### src/hdl/opbr_pkg.sv
package opbr_pkg;

	localparam int FRAME_COLS_DEF = 256;
	localparam int FRAME_ROWS_DEF = 256;

	localparam int CFG_IDX_W  = 3;
	localparam int CFG_DATA_W = 12;

	localparam logic [CFG_IDX_W-1:0] REG_FRAME_WIDTH  = 3'd0;
	localparam logic [CFG_IDX_W-1:0] REG_FRAME_HEIGHT = 3'd1;
	localparam logic [CFG_IDX_W-1:0] REG_ORIGIN_X     = 3'd2;
	localparam logic [CFG_IDX_W-1:0] REG_ORIGIN_Y     = 3'd3;
	localparam logic [CFG_IDX_W-1:0] REG_IMAGE_WIDTH  = 3'd4;
	localparam logic [CFG_IDX_W-1:0] REG_IMAGE_HEIGHT = 3'd5;

	localparam logic [8:0] FRAME_SIZE_RST = 9'd256;
	localparam logic [7:0] ALPHA_OPAQUE   = 8'd255;
	localparam logic [7:0] ALPHA_CLEAR    = 8'd0;

	typedef struct packed {
		logic [7:0] red;
		logic [7:0] green;
		logic [7:0] blue;
	} pix_t;

	// floor(x / 255), exact for every product of two 8-bit values
	function automatic logic [7:0] div255(input logic [15:0] x);
		logic [16:0] t;
		t = 17'(x) + 17'(x[15:8]) + 17'd1;
		return t[15:8];
	endfunction

endpackage

### src/hdl/opbr_blend.sv
module opbr_blend (
	input  logic             clk,
	input  logic             en,
	input  opbr_pkg::pix_t   src,
	input  opbr_pkg::pix_t   cov,
	input  logic [7:0]       alpha,
	output opbr_pkg::pix_t   blend_pix
);

	logic [7:0]  inv_alpha;
	logic [15:0] prod_src_s1 [3];
	logic [15:0] prod_cov_s1 [3];
	logic [8:0]  sum_r, sum_g, sum_b;

	assign inv_alpha = opbr_pkg::ALPHA_OPAQUE - alpha;

	// one register stage after the multipliers
	always_ff @(posedge clk) begin
		if (en) begin
			prod_src_s1[0] <= src.red   * alpha;
			prod_src_s1[1] <= src.green * alpha;
			prod_src_s1[2] <= src.blue  * alpha;
			prod_cov_s1[0] <= cov.red   * inv_alpha;
			prod_cov_s1[1] <= cov.green * inv_alpha;
			prod_cov_s1[2] <= cov.blue  * inv_alpha;
		end
	end

	// each term truncated on its own, the sum never passes 255
	always_comb begin
		sum_r = 9'(opbr_pkg::div255(prod_src_s1[0])) + 9'(opbr_pkg::div255(prod_cov_s1[0]));
		sum_g = 9'(opbr_pkg::div255(prod_src_s1[1])) + 9'(opbr_pkg::div255(prod_cov_s1[1]));
		sum_b = 9'(opbr_pkg::div255(prod_src_s1[2])) + 9'(opbr_pkg::div255(prod_cov_s1[2]));
		blend_pix.red   = sum_r[7:0];
		blend_pix.green = sum_g[7:0];
		blend_pix.blue  = sum_b[7:0];
	end

endmodule

### config.mk
export PLATFORM = sky130hd
export DESIGN_NAME = opbr_blend
export DESIGN_NICKNAME = d
export VERILOG_FILES = /design/src/hdl/opbr_pkg.sv /design/src/hdl/opbr_blend.sv
export SDC_FILE = /design/constraint.sdc
export NUM_CORES = 1
export LEC_CHECK = 0
export CAP_MARGIN = 20
export CORE_ASPECT_RATIO = 1.2
export CORE_UTILIZATION = 65
export CTS_BUF_LIST = sky130_fd_sc_hd__clkbuf_8
export CTS_CLUSTER_SIZE = 25
export DETAILED_ROUTE_END_ITERATION = 10
export DONT_BUFFER_PORTS = 1
export GPL_TIMING_DRIVEN = 1
export PLACE_DENSITY = 0.89
export SYNTH_ARGS = -nofsm -noshare
export SYNTH_HDL_FRONTEND = slang
export SYNTH_SLANG_ARGS = --single-unit
### constraint.sdc
create_clock -name clk -period 7.8 [get_ports clk]
set_input_delay 1.17 -clock clk [delete_from_list [all_inputs] [get_ports clk]]
set_output_delay 1.17 -clock clk [all_outputs]
set_load 0.05 [all_outputs]
== Word level (Yosys, flattened, before mapping) ==
Memory sizes are Yosys's and may differ from the RTL's.
Cells that the tools add are included.

* Multiplexer cells: 2
* Multipliers: 6
* Add/sub/neg operators: 16

{| class="wikitable"
|+ Operators with widths
! kind !! count
|-
| $add A16 B1 Y16 const B || 6
|-
| $add A16 B8 Y16 || 6
|-
| $mul A8 B8 Y16 || 6
|-
| $add A8 B8 Y8 || 3
|-
| $sub A8 B8 Y8 const A || 1
|-
| $mux W1 || 2
|}

* Register bits after elaboration: 0
* RAM bits: 96
* Logic and storage cells: 26
* Output and inout bits: 24
* Input port bits: 58
* Memories: 2

{| class="wikitable"
|+ Memories
! name !! depth !! width !! read ports !! clocked after memory_dff !! wr ports !! RTL line !! RTL
|-
| prod_cov_s1 || 3 || 16 || 3 || 0 || 3 || opbr_blend.sv:12 || <nowiki>logic [15:0] prod_cov_s1 [3];</nowiki>
|-
| prod_src_s1 || 3 || 16 || 3 || 0 || 3 || opbr_blend.sv:11 || <nowiki>logic [15:0] prod_src_s1 [3];</nowiki>
|}

== Depth between registers and ports, before layout ==
Gate-level depths: netlist of the first run.

* Word-level depth: 3
* Mapped depth: 19
* Gate-level depth less buffers: 17

== Worst setup path after synthesis of the first run ==
Ideal clock, no wire load.

* Path type: input-to-reg
* Start: input alpha[5]
* End: memory prod_src_s1[0][15] (data pin)
* Stages: 18
* Setup time: 0.259 ns
* Buffers on the path: 2
* Slack: 2.274 ns
* Data arrival time: 5.267 ns
* Data required time: 7.541 ns
* Cells stage by stage: clkbuf_1 clkbuf_1 nand2_1 fa_1 fa_1 inv_1 fa_1 inv_1 fa_1 inv_1 ha_1 o21a_1 o31a_1 o211ai_2 a21oi_1 a2111oi_4 a21oi_1 xnor2_1

{| class="wikitable"
|+ RTL lines
! item !! RTL line !! RTL
|-
| start: declaration || opbr_blend.sv:6 || <nowiki>input logic [7:0] alpha,</nowiki>
|-
| end: declaration || opbr_blend.sv:11 ||
|}

==> impl_metrics.csv, run 1 <==
group,metric,value,unit
power_and_ir_drop,p_sw_frac,0.5756,
global_routing,grt_overflow,0,
setup_path,slowest_stage,"xnor2_1",
timing,max_freq,170.7,MHz
power_and_ir_drop,pwr_density_cell,369.0,nW/µm²
placed_design,place_hpwl,29500,µm
finish,final_nets,2387,
timing,hold_viol,0,
global_routing,grt_max_degree,97,
setup_path,cp.arrival,4.69,ns
timing,fin_crit,5.859,ns
power_and_ir_drop,pwr-share-clk,0.050,
route,first_pass_iters,5,
power_and_ir_drop,vdd_drop_max,0.8260,mV
route,wire_per_inst,17.11,µm
timing,setup_tns,0,ns
route,vias,12660,
timing,rsz0062_at_grt,"false",
setup_path,crit_family,"XOR/XNOR gates",
worst_hold_path,whs_path_depth,0,
clock_tree,path_clk_slew,0.10,ns
timing,hold_slack,0.9561,ns
setup_path,crit_chain,"ha_1 -> o21a_1 -> o21ai_1 -> a21oi_1 -> o31ai_1 -> a21oi_1 -> nand3_1 -> xnor2_1 -> ha_1 -> nand3_1 -> o211ai_1 -> nor4_1 -> nor3_1 -> xnor2_1 -> xnor2_1 -> xnor2_1",
yosys,netlist_area,17930,µm²
finish,final_common_cell,"inv_1",
setup_path,cp_num_buf_inv,0,
power_and_ir_drop,comb_power_share,0.788,
yosys,synthArstFlopShare,0,
floorplan,die_h,183.9,µm
power_and_ir_drop,p_seq_frac,0.162,
setup_path,crit_type,"reg -> out",
route,vias_per_cell,5.822,
yosys,synth_cell_type_count,52,
global_routing,grtUsageTotal,0.2764,
yosys,yosysSeqAreaShare,0.1608,
yosys,synthFlopType,"edfxtp_1",
yosys,syn_avg_cell_area,9.632,µm²
finish,syn2layout_area_growth,2.583,%
clock_tree,cts_sinks,96,
setup_path,start_kind,"flip-flop",
yosys,yosysWarnings,0,
worst_hold_path,hold_end,"prod_src_s1[0][31]$_DFFE_PP_",
setup_path,worst_path_largest_cell_delay,0.93,ns
timing,slew_violations,0,
setup_path,required,6.63,ns
yosys,synth_edf_count,96,
timing,maxSlewHeadroom,0.2201,
setup_path,crit_fanout,6,
floorplan,core-area,27090,µm²
power_and_ir_drop,p_total,6786,µW
run,maxCapViolations,0,
yosys,synth.net_count,2417,
floorplan,ios,82,
placed_design,dp.cells,2160,
status,outcome,"finished clean",
floorplan,start_util,0.6618,
finish,final_core_utilization,0.6789,
setup_path,crit_path_end_kind,"primary output",
setup_path,crit_top_cell,"xnor2_1",
route,post-route-drc-count,0,
yosys,synthCells,1861,
worst_hold_path,hp-class,"in -> reg",
floorplan,placementRows,66,
route,antenna_left,0,
route,drtIter0Drc,792,
power_and_ir_drop,p_switching,3906,µW
clock_tree,cts_hold_buf,0,
clock_tree,h-tree-depth,3,
placed_design,gp_congestion,0.8588,
power_and_ir_drop,p_leak,0.008814,µW
power_and_ir_drop,power.internal,2880,µW
placed_design,port_buffers,0,
finish,drive_gt1_frac,0.02016,
timing,period_share,0.7511,
clock_tree,cts_tree,"yes",
clock_tree,ctsRootBufferMaster,"clkbuf_8",
global_routing,antenna_found_initial,0,
worst_hold_path,min_from,"en",
global_routing,grt_pass1_vias,13700,
clock_tree,cts_buffers,9,
timing,tightest_slew,1.161,ns
finish,n_antenna_cell,0,
global_routing,grt_pass1_wl,62670,µm
clock_tree,clockBufferDepth,2,
floorplan,design.die.area,28250,µm²
clock_tree,post_cts.repair.setup_buffers,0,
route,drt-total-wl,37220,µm
clock_tree,cts_resized,0,
timing,setup_violations,0,
yosys,synth_seq_cells,96,
finish,layout_common_cells,"316 x inv_1, 279 x ha_1, 219 x fa_1, 169 x nor2b_1, 154 x and2_1",
floorplan,die_w,153.6,µm
finish,final_cells,2175,
-- worst max-delay path by stage --
stage                                       from                           end  slack (ns)  cells after the start
floorplan                               alpha[5]  prod_src_s1[0][15]$_DFFE_PP_        2.27                     18
global placement     prod_src_s1[0][9]$_DFFE_PP_                 blend_pix[23]        2.58                     16
detailed placement   prod_src_s1[0][9]$_DFFE_PP_                 blend_pix[23]        2.40                     16
CTS                  prod_src_s1[0][9]$_DFFE_PP_                 blend_pix[23]        1.97                     16
global route        prod_src_s1[0][12]$_DFFE_PP_                 blend_pix[23]        1.66                     15
finish               prod_src_s1[0][9]$_DFFE_PP_                 blend_pix[23]        1.94                     16
-- metrics by stage --
step,area [µm²],setup WS [ns]
after floorplan,17930,2.274
after global placement,18200,2.581
after detailed placement,18200,2.400
after CTS,18390,1.970
after global routing,18390,1.655
final,18390,1.941
-- cell usage after synthesis (6+ instances only) --
library cell  instances  area share
a2111oi_4             6      0.0092
o21ai_1              14      0.0039
nor3_1               15      0.0042
o211ai_1              6      0.0025
inv_1               316       0.066
o21ai_0              21      0.0059
nand3_1              28      0.0078
and3_1               12      0.0042
nand2_1              85       0.018
nand4_1               7      0.0024
a21o_1                7      0.0029
clkbuf_1             40      0.0084
a21oi_1              70       0.020
o211ai_2              6      0.0042
xnor2_1              98       0.048
nor2b_1             169       0.059
o21a_1               27       0.011
fa_1                219        0.24
xor2_1               29       0.014
and2_1              154       0.054
ha_1                279        0.19
nor2_1               57       0.012
o31a_1                6      0.0029
edfxtp_1             96        0.16
nand2b_1             47       0.016
-- kinds of logic after synthesis --
kind of cell,after synthesis,synth area share
xor gates and xnor gates,129,0.06456
adders and majority gates,498,0.4393
DFF,96,0.1608
buffers and inverters,357,0.07482
and+or+nand+nor,590,0.1841
AOI/OAI and AO/OA,191,0.07643
-- metal layers --
metal  vias to the layer above  GRT usage  share of wire
li1                       5906          -              -
met1                      6357     0.3139           0.39
met2                       318     0.5260           0.54
met3                        81    0.03795          0.045
met4                         0    0.09800          0.024
met5                         -          0              0
-- registers in the layout, indices dropped and copies added (netlist names) --
register / count
prod_cov_s1: 48
prod_src_s1: 48
-- power groups by stage --
stage	Clock (µW)	Combinational (µW)	Sequential [µW]
final	338	5350	1100
after global routing	358	5900	1120
after CTS	341	5370	1100
after detailed placement	0	5330	1110
after global placement	0	5110	1100
after floorplan	0	4560	1030
-- area by class of cell --
type	count	area, µm²
flip-flops and latches	96	2883
multi-input cells	1408	13700
clock buffers	9	123.9
inverters	316	1186
fillers	1955	8697
well taps	340	425.4
clock inverters	6	68.82
(Power assumes the default switching activity.)
==> run 2, diff against run 1 <==
--- a/config.mk
+++ b/config.mk
@@ -5,9 +5,10 @@
 export SDC_FILE = /design/constraint.sdc
 export NUM_CORES = 1
 export LEC_CHECK = 0
+export ABC_AREA = 1
 export CAP_MARGIN = 20
 export CORE_ASPECT_RATIO = 1.2
-export CORE_UTILIZATION = 65
+export CORE_UTILIZATION = 62
 export CTS_BUF_LIST = sky130_fd_sc_hd__clkbuf_8
 export CTS_CLUSTER_SIZE = 25
 export DETAILED_ROUTE_END_ITERATION = 10
==> constraint.sdc (replaced) <==
create_clock -name clk -period 4.7 [get_ports clk]
set_input_delay 0.705 -clock clk [delete_from_list [all_inputs] [get_ports clk]]
set_output_delay 0.705 -clock clk [all_outputs]
set_load 0.05 [all_outputs]
==> run 2 against run 1 <==
  * Clock-buffer cell count unchanged
  * Final cell count rose by 27%
  * First-iteration DRC count grew 7.2%
  * Critical path type unchanged
==> impl_metrics.csv, run 2 <==
group,metric,value,unit
finish,n_fill_cell,2246,
floorplan,die_h,192.0,µm
yosys,syn_avg_cell_area,7.797,µm²
setup_path,crit_type,"reg -> out",
global_routing,busiest_layer,"met2",
setup_path,crit_path_end_kind,"primary output",
placed_design,place_hpwl,33360,µm
global_routing,grt_overflow,0,
timing,tightest_slew,0.4780,ns
yosys,synthArstFlopShare,0,
finish,final_nets,2915,
route,vias_per_cell,5.488,
clock_tree,clockBufferDepth,2,
yosys,synth.net_count,2949,
yosys,yosysWarnings,0,
worst_hold_path,hp-class,"in -> reg",
yosys,synth.largest_area_cell,"fa_1",
setup_path,crit_fanout,4,
global_routing,grtUsageMet3,0.04384,
finish,multi_input_area,13270,µm²
yosys,synth_top_area_share,0.2350,
floorplan,design.die.area,30790,µm²
global_routing,grt_pass1_vias,16070,
floorplan,start_util,0.6301,
setup_path,crit_top_cell,"a21oi_1",
global_routing,grtUsageTotal,0.2802,
clock_tree,h-tree-depth,3,
finish,fin_area,19220,µm²
global_routing,grt_pass1_wl,69710,µm
clock_tree,cts_sinks,96,
route,wire_per_inst,14.93,µm
setup_path,cp_num_buf_inv,2,
yosys,yosysSeqAreaShare,0.1545,
global_routing,use_met2,0.5216,
global_routing,antenna_found_initial,1,
yosys,synthTopCellsByArea,"fa_1 23%, ha_1 19%, edfxtp_1 15%",
placed_design,gp_congestion,0.9019,
timing,maxSlewHeadroom,0.6806,
floorplan,die_w,160.4,µm
setup_path,cp.arrival,3.82,ns
finish,final_cells,2755,
yosys,synth_cell_type_count,47,
yosys,synth_seq_cells,96,
yosys,synthCells,2393,
run,maxCapViolations,0,
status,outcome,"finished clean",
finish,final_common_cell,"inv_1",
clock_tree,cts_hold_buf,0,
finish,layout_common_cells,"596 x inv_1, 512 x nand2_1, 279 x ha_1, 237 x nor2_1, 219 x fa_1",
placed_design,port_buffers,0,
yosys,yosysMostFrequentCell,"inv_1",
timing,fin_crit,4.526,ns
floorplan,placementRows,69,
clock_tree,post_cts.repair.setup_buffers,0,
setup_path,crit_family,"adder cells",
clock_tree,cts_tree,"yes",
setup_path,required,3.99,ns
floorplan,core-area,29610,µm²
yosys,netlist_area,18660,µm²
floorplan,ios,82,
global_routing,grt_util_met1,0.3088,
setup_path,crit_chain,"ha_1 -> a21oi_1 -> o21ai_0 -> a21oi_1 -> nor2_1 -> nor2_1 -> xor2_1 -> ha_1 -> inv_1 -> fa_1 -> o21ai_1 -> a21oi_1 -> o21ai_0 -> xor2_1 -> buf_4",
finish,reg_top3,"prod_cov_s1: 48 flops, prod_src_s1: 48 flops",
clock_tree,cts_buffers,9,
timing,hold_viol,0,
finish,syn2layout_area_growth,3.018,%
placed_design,dpl-instance-area,19030,µm²
route,drt-total-wl,41120,µm
timing,slew_violations,0,
global_routing,grt_max_degree,97,
yosys,ys_top_cells_by_count,"595 x inv_1, 513 x nand2_1, 279 x ha_1, 237 x nor2_1, 219 x fa_1",
route,first_pass_iters,6,
timing,max_freq,221.0,MHz
clock_tree,path_clk_slew,0.12,ns
timing,rsz0062_at_grt,"true",
power_and_ir_drop,p_leak,0.01151,µW
route,drtIter0Drc,849,
timing,period_share,0.9630,
route,antenna_left,0,
power_and_ir_drop,pwr_density_cell,621.7,nW/µm²
route,post-route-drc-count,0,
clock_tree,ctsRootBufferMaster,"clkbuf_8",
finish,regArea,2883,µm²
setup_path,start_kind,"flip-flop",
yosys,synth_edf_count,96,
finish,drive_gt1_frac,0.02876,
timing,setup_violations,0,
setup_path,worst_path_largest_cell_delay,0.51,ns
power_and_ir_drop,vdd_drop_max,1.392,mV
yosys,synthFlopType,"edfxtp_1",
placed_design,dp.cells,2738,
route,vias,15120,
setup_path,slowest_stage,"edfxtp_1",
run 2: cell types whose count changed in the layout (fill, tap and decap cells not counted), sizes merged, moves of 47 or more:
cell / delta
inv: +282
nor2: +185
nand2b: -47
nand2: +436
nor2b: -169
xnor2: -65
and2: -150
run 2: per-layer routing:
metal | routed length (µm) | vias up
met3 | 2625 | 140
met4 | 1721 | 0
li1 | - | 7162
met2 | 21400 | 559
met1 | 15380 | 7259
met5 | 0 | -
run 2: layout make-up:
cell class                 count  share of cell area
clock buffer                   9            0.006444
inverter                     598              0.1168
antenna                        1           0.0001302
tap                          390             0.02539
sequential                    96              0.1500
multi-input combinational   1635              0.6905
timing repair buffer          19            0.007421
clock inverter                 7            0.003255
run 2: path summary, 6_finish.rpt:
check,from,end,slack [ns],cells after the start
worst max-delay path,prod_cov_s1[0][11]$_DFFE_PP_,blend_pix[22],0.17,15
worst min-delay path,en,prod_src_s1[0][3]$_DFFE_PP_,0.38,0
run 2: per-stage QoR:
step / setup TNS [ns] / utilization / worst slack, ns / total power (µW) / hold WS (ns)
2_1_floorplan: -0.003246 / - / -0.003246 / 9306 / 0.8175
3_3_place_gp: 0 / 0.6426 / 0.2320 / 10880 / 0.8298
3_5_place_dp: 0 / 0.6426 / 0.09849 / 11330 / 0.8279
4_1_cts: 0 / 0.6489 / 0.1090 / 11940 / 0.3800
5_1_grt: -0.04417 / 0.6491 / -0.04417 / 13090 / 0.3822
6_report: 0 / 0.6491 / 0.1741 / 11950 / 0.3834
run 2: cells by family (layout without fill, tap and decap cells):
kind of cell,count (synthesis),after routing,share of synthesized area
compound gates,198,198,0.06277
xor+xnor,93,93,0.04366
fa+ha+maj,498,498,0.4221
buf+inv,662,633,0.1343
flops,96,96,0.1545
other cells,0,1,0
simple gates,846,846,0.1827
run 2: where the power goes:
part	internal, µW	switching [µW]
registers	1510	310
logic	3300	6270
clock network	242	323
total	5050	6900
run 2: timing repair:
action                                  4_1_cts  5_1_grt
endpoints found under the setup margin        0        3
hold endpoints to repair                      0        0
gates resized for setup                       0        3
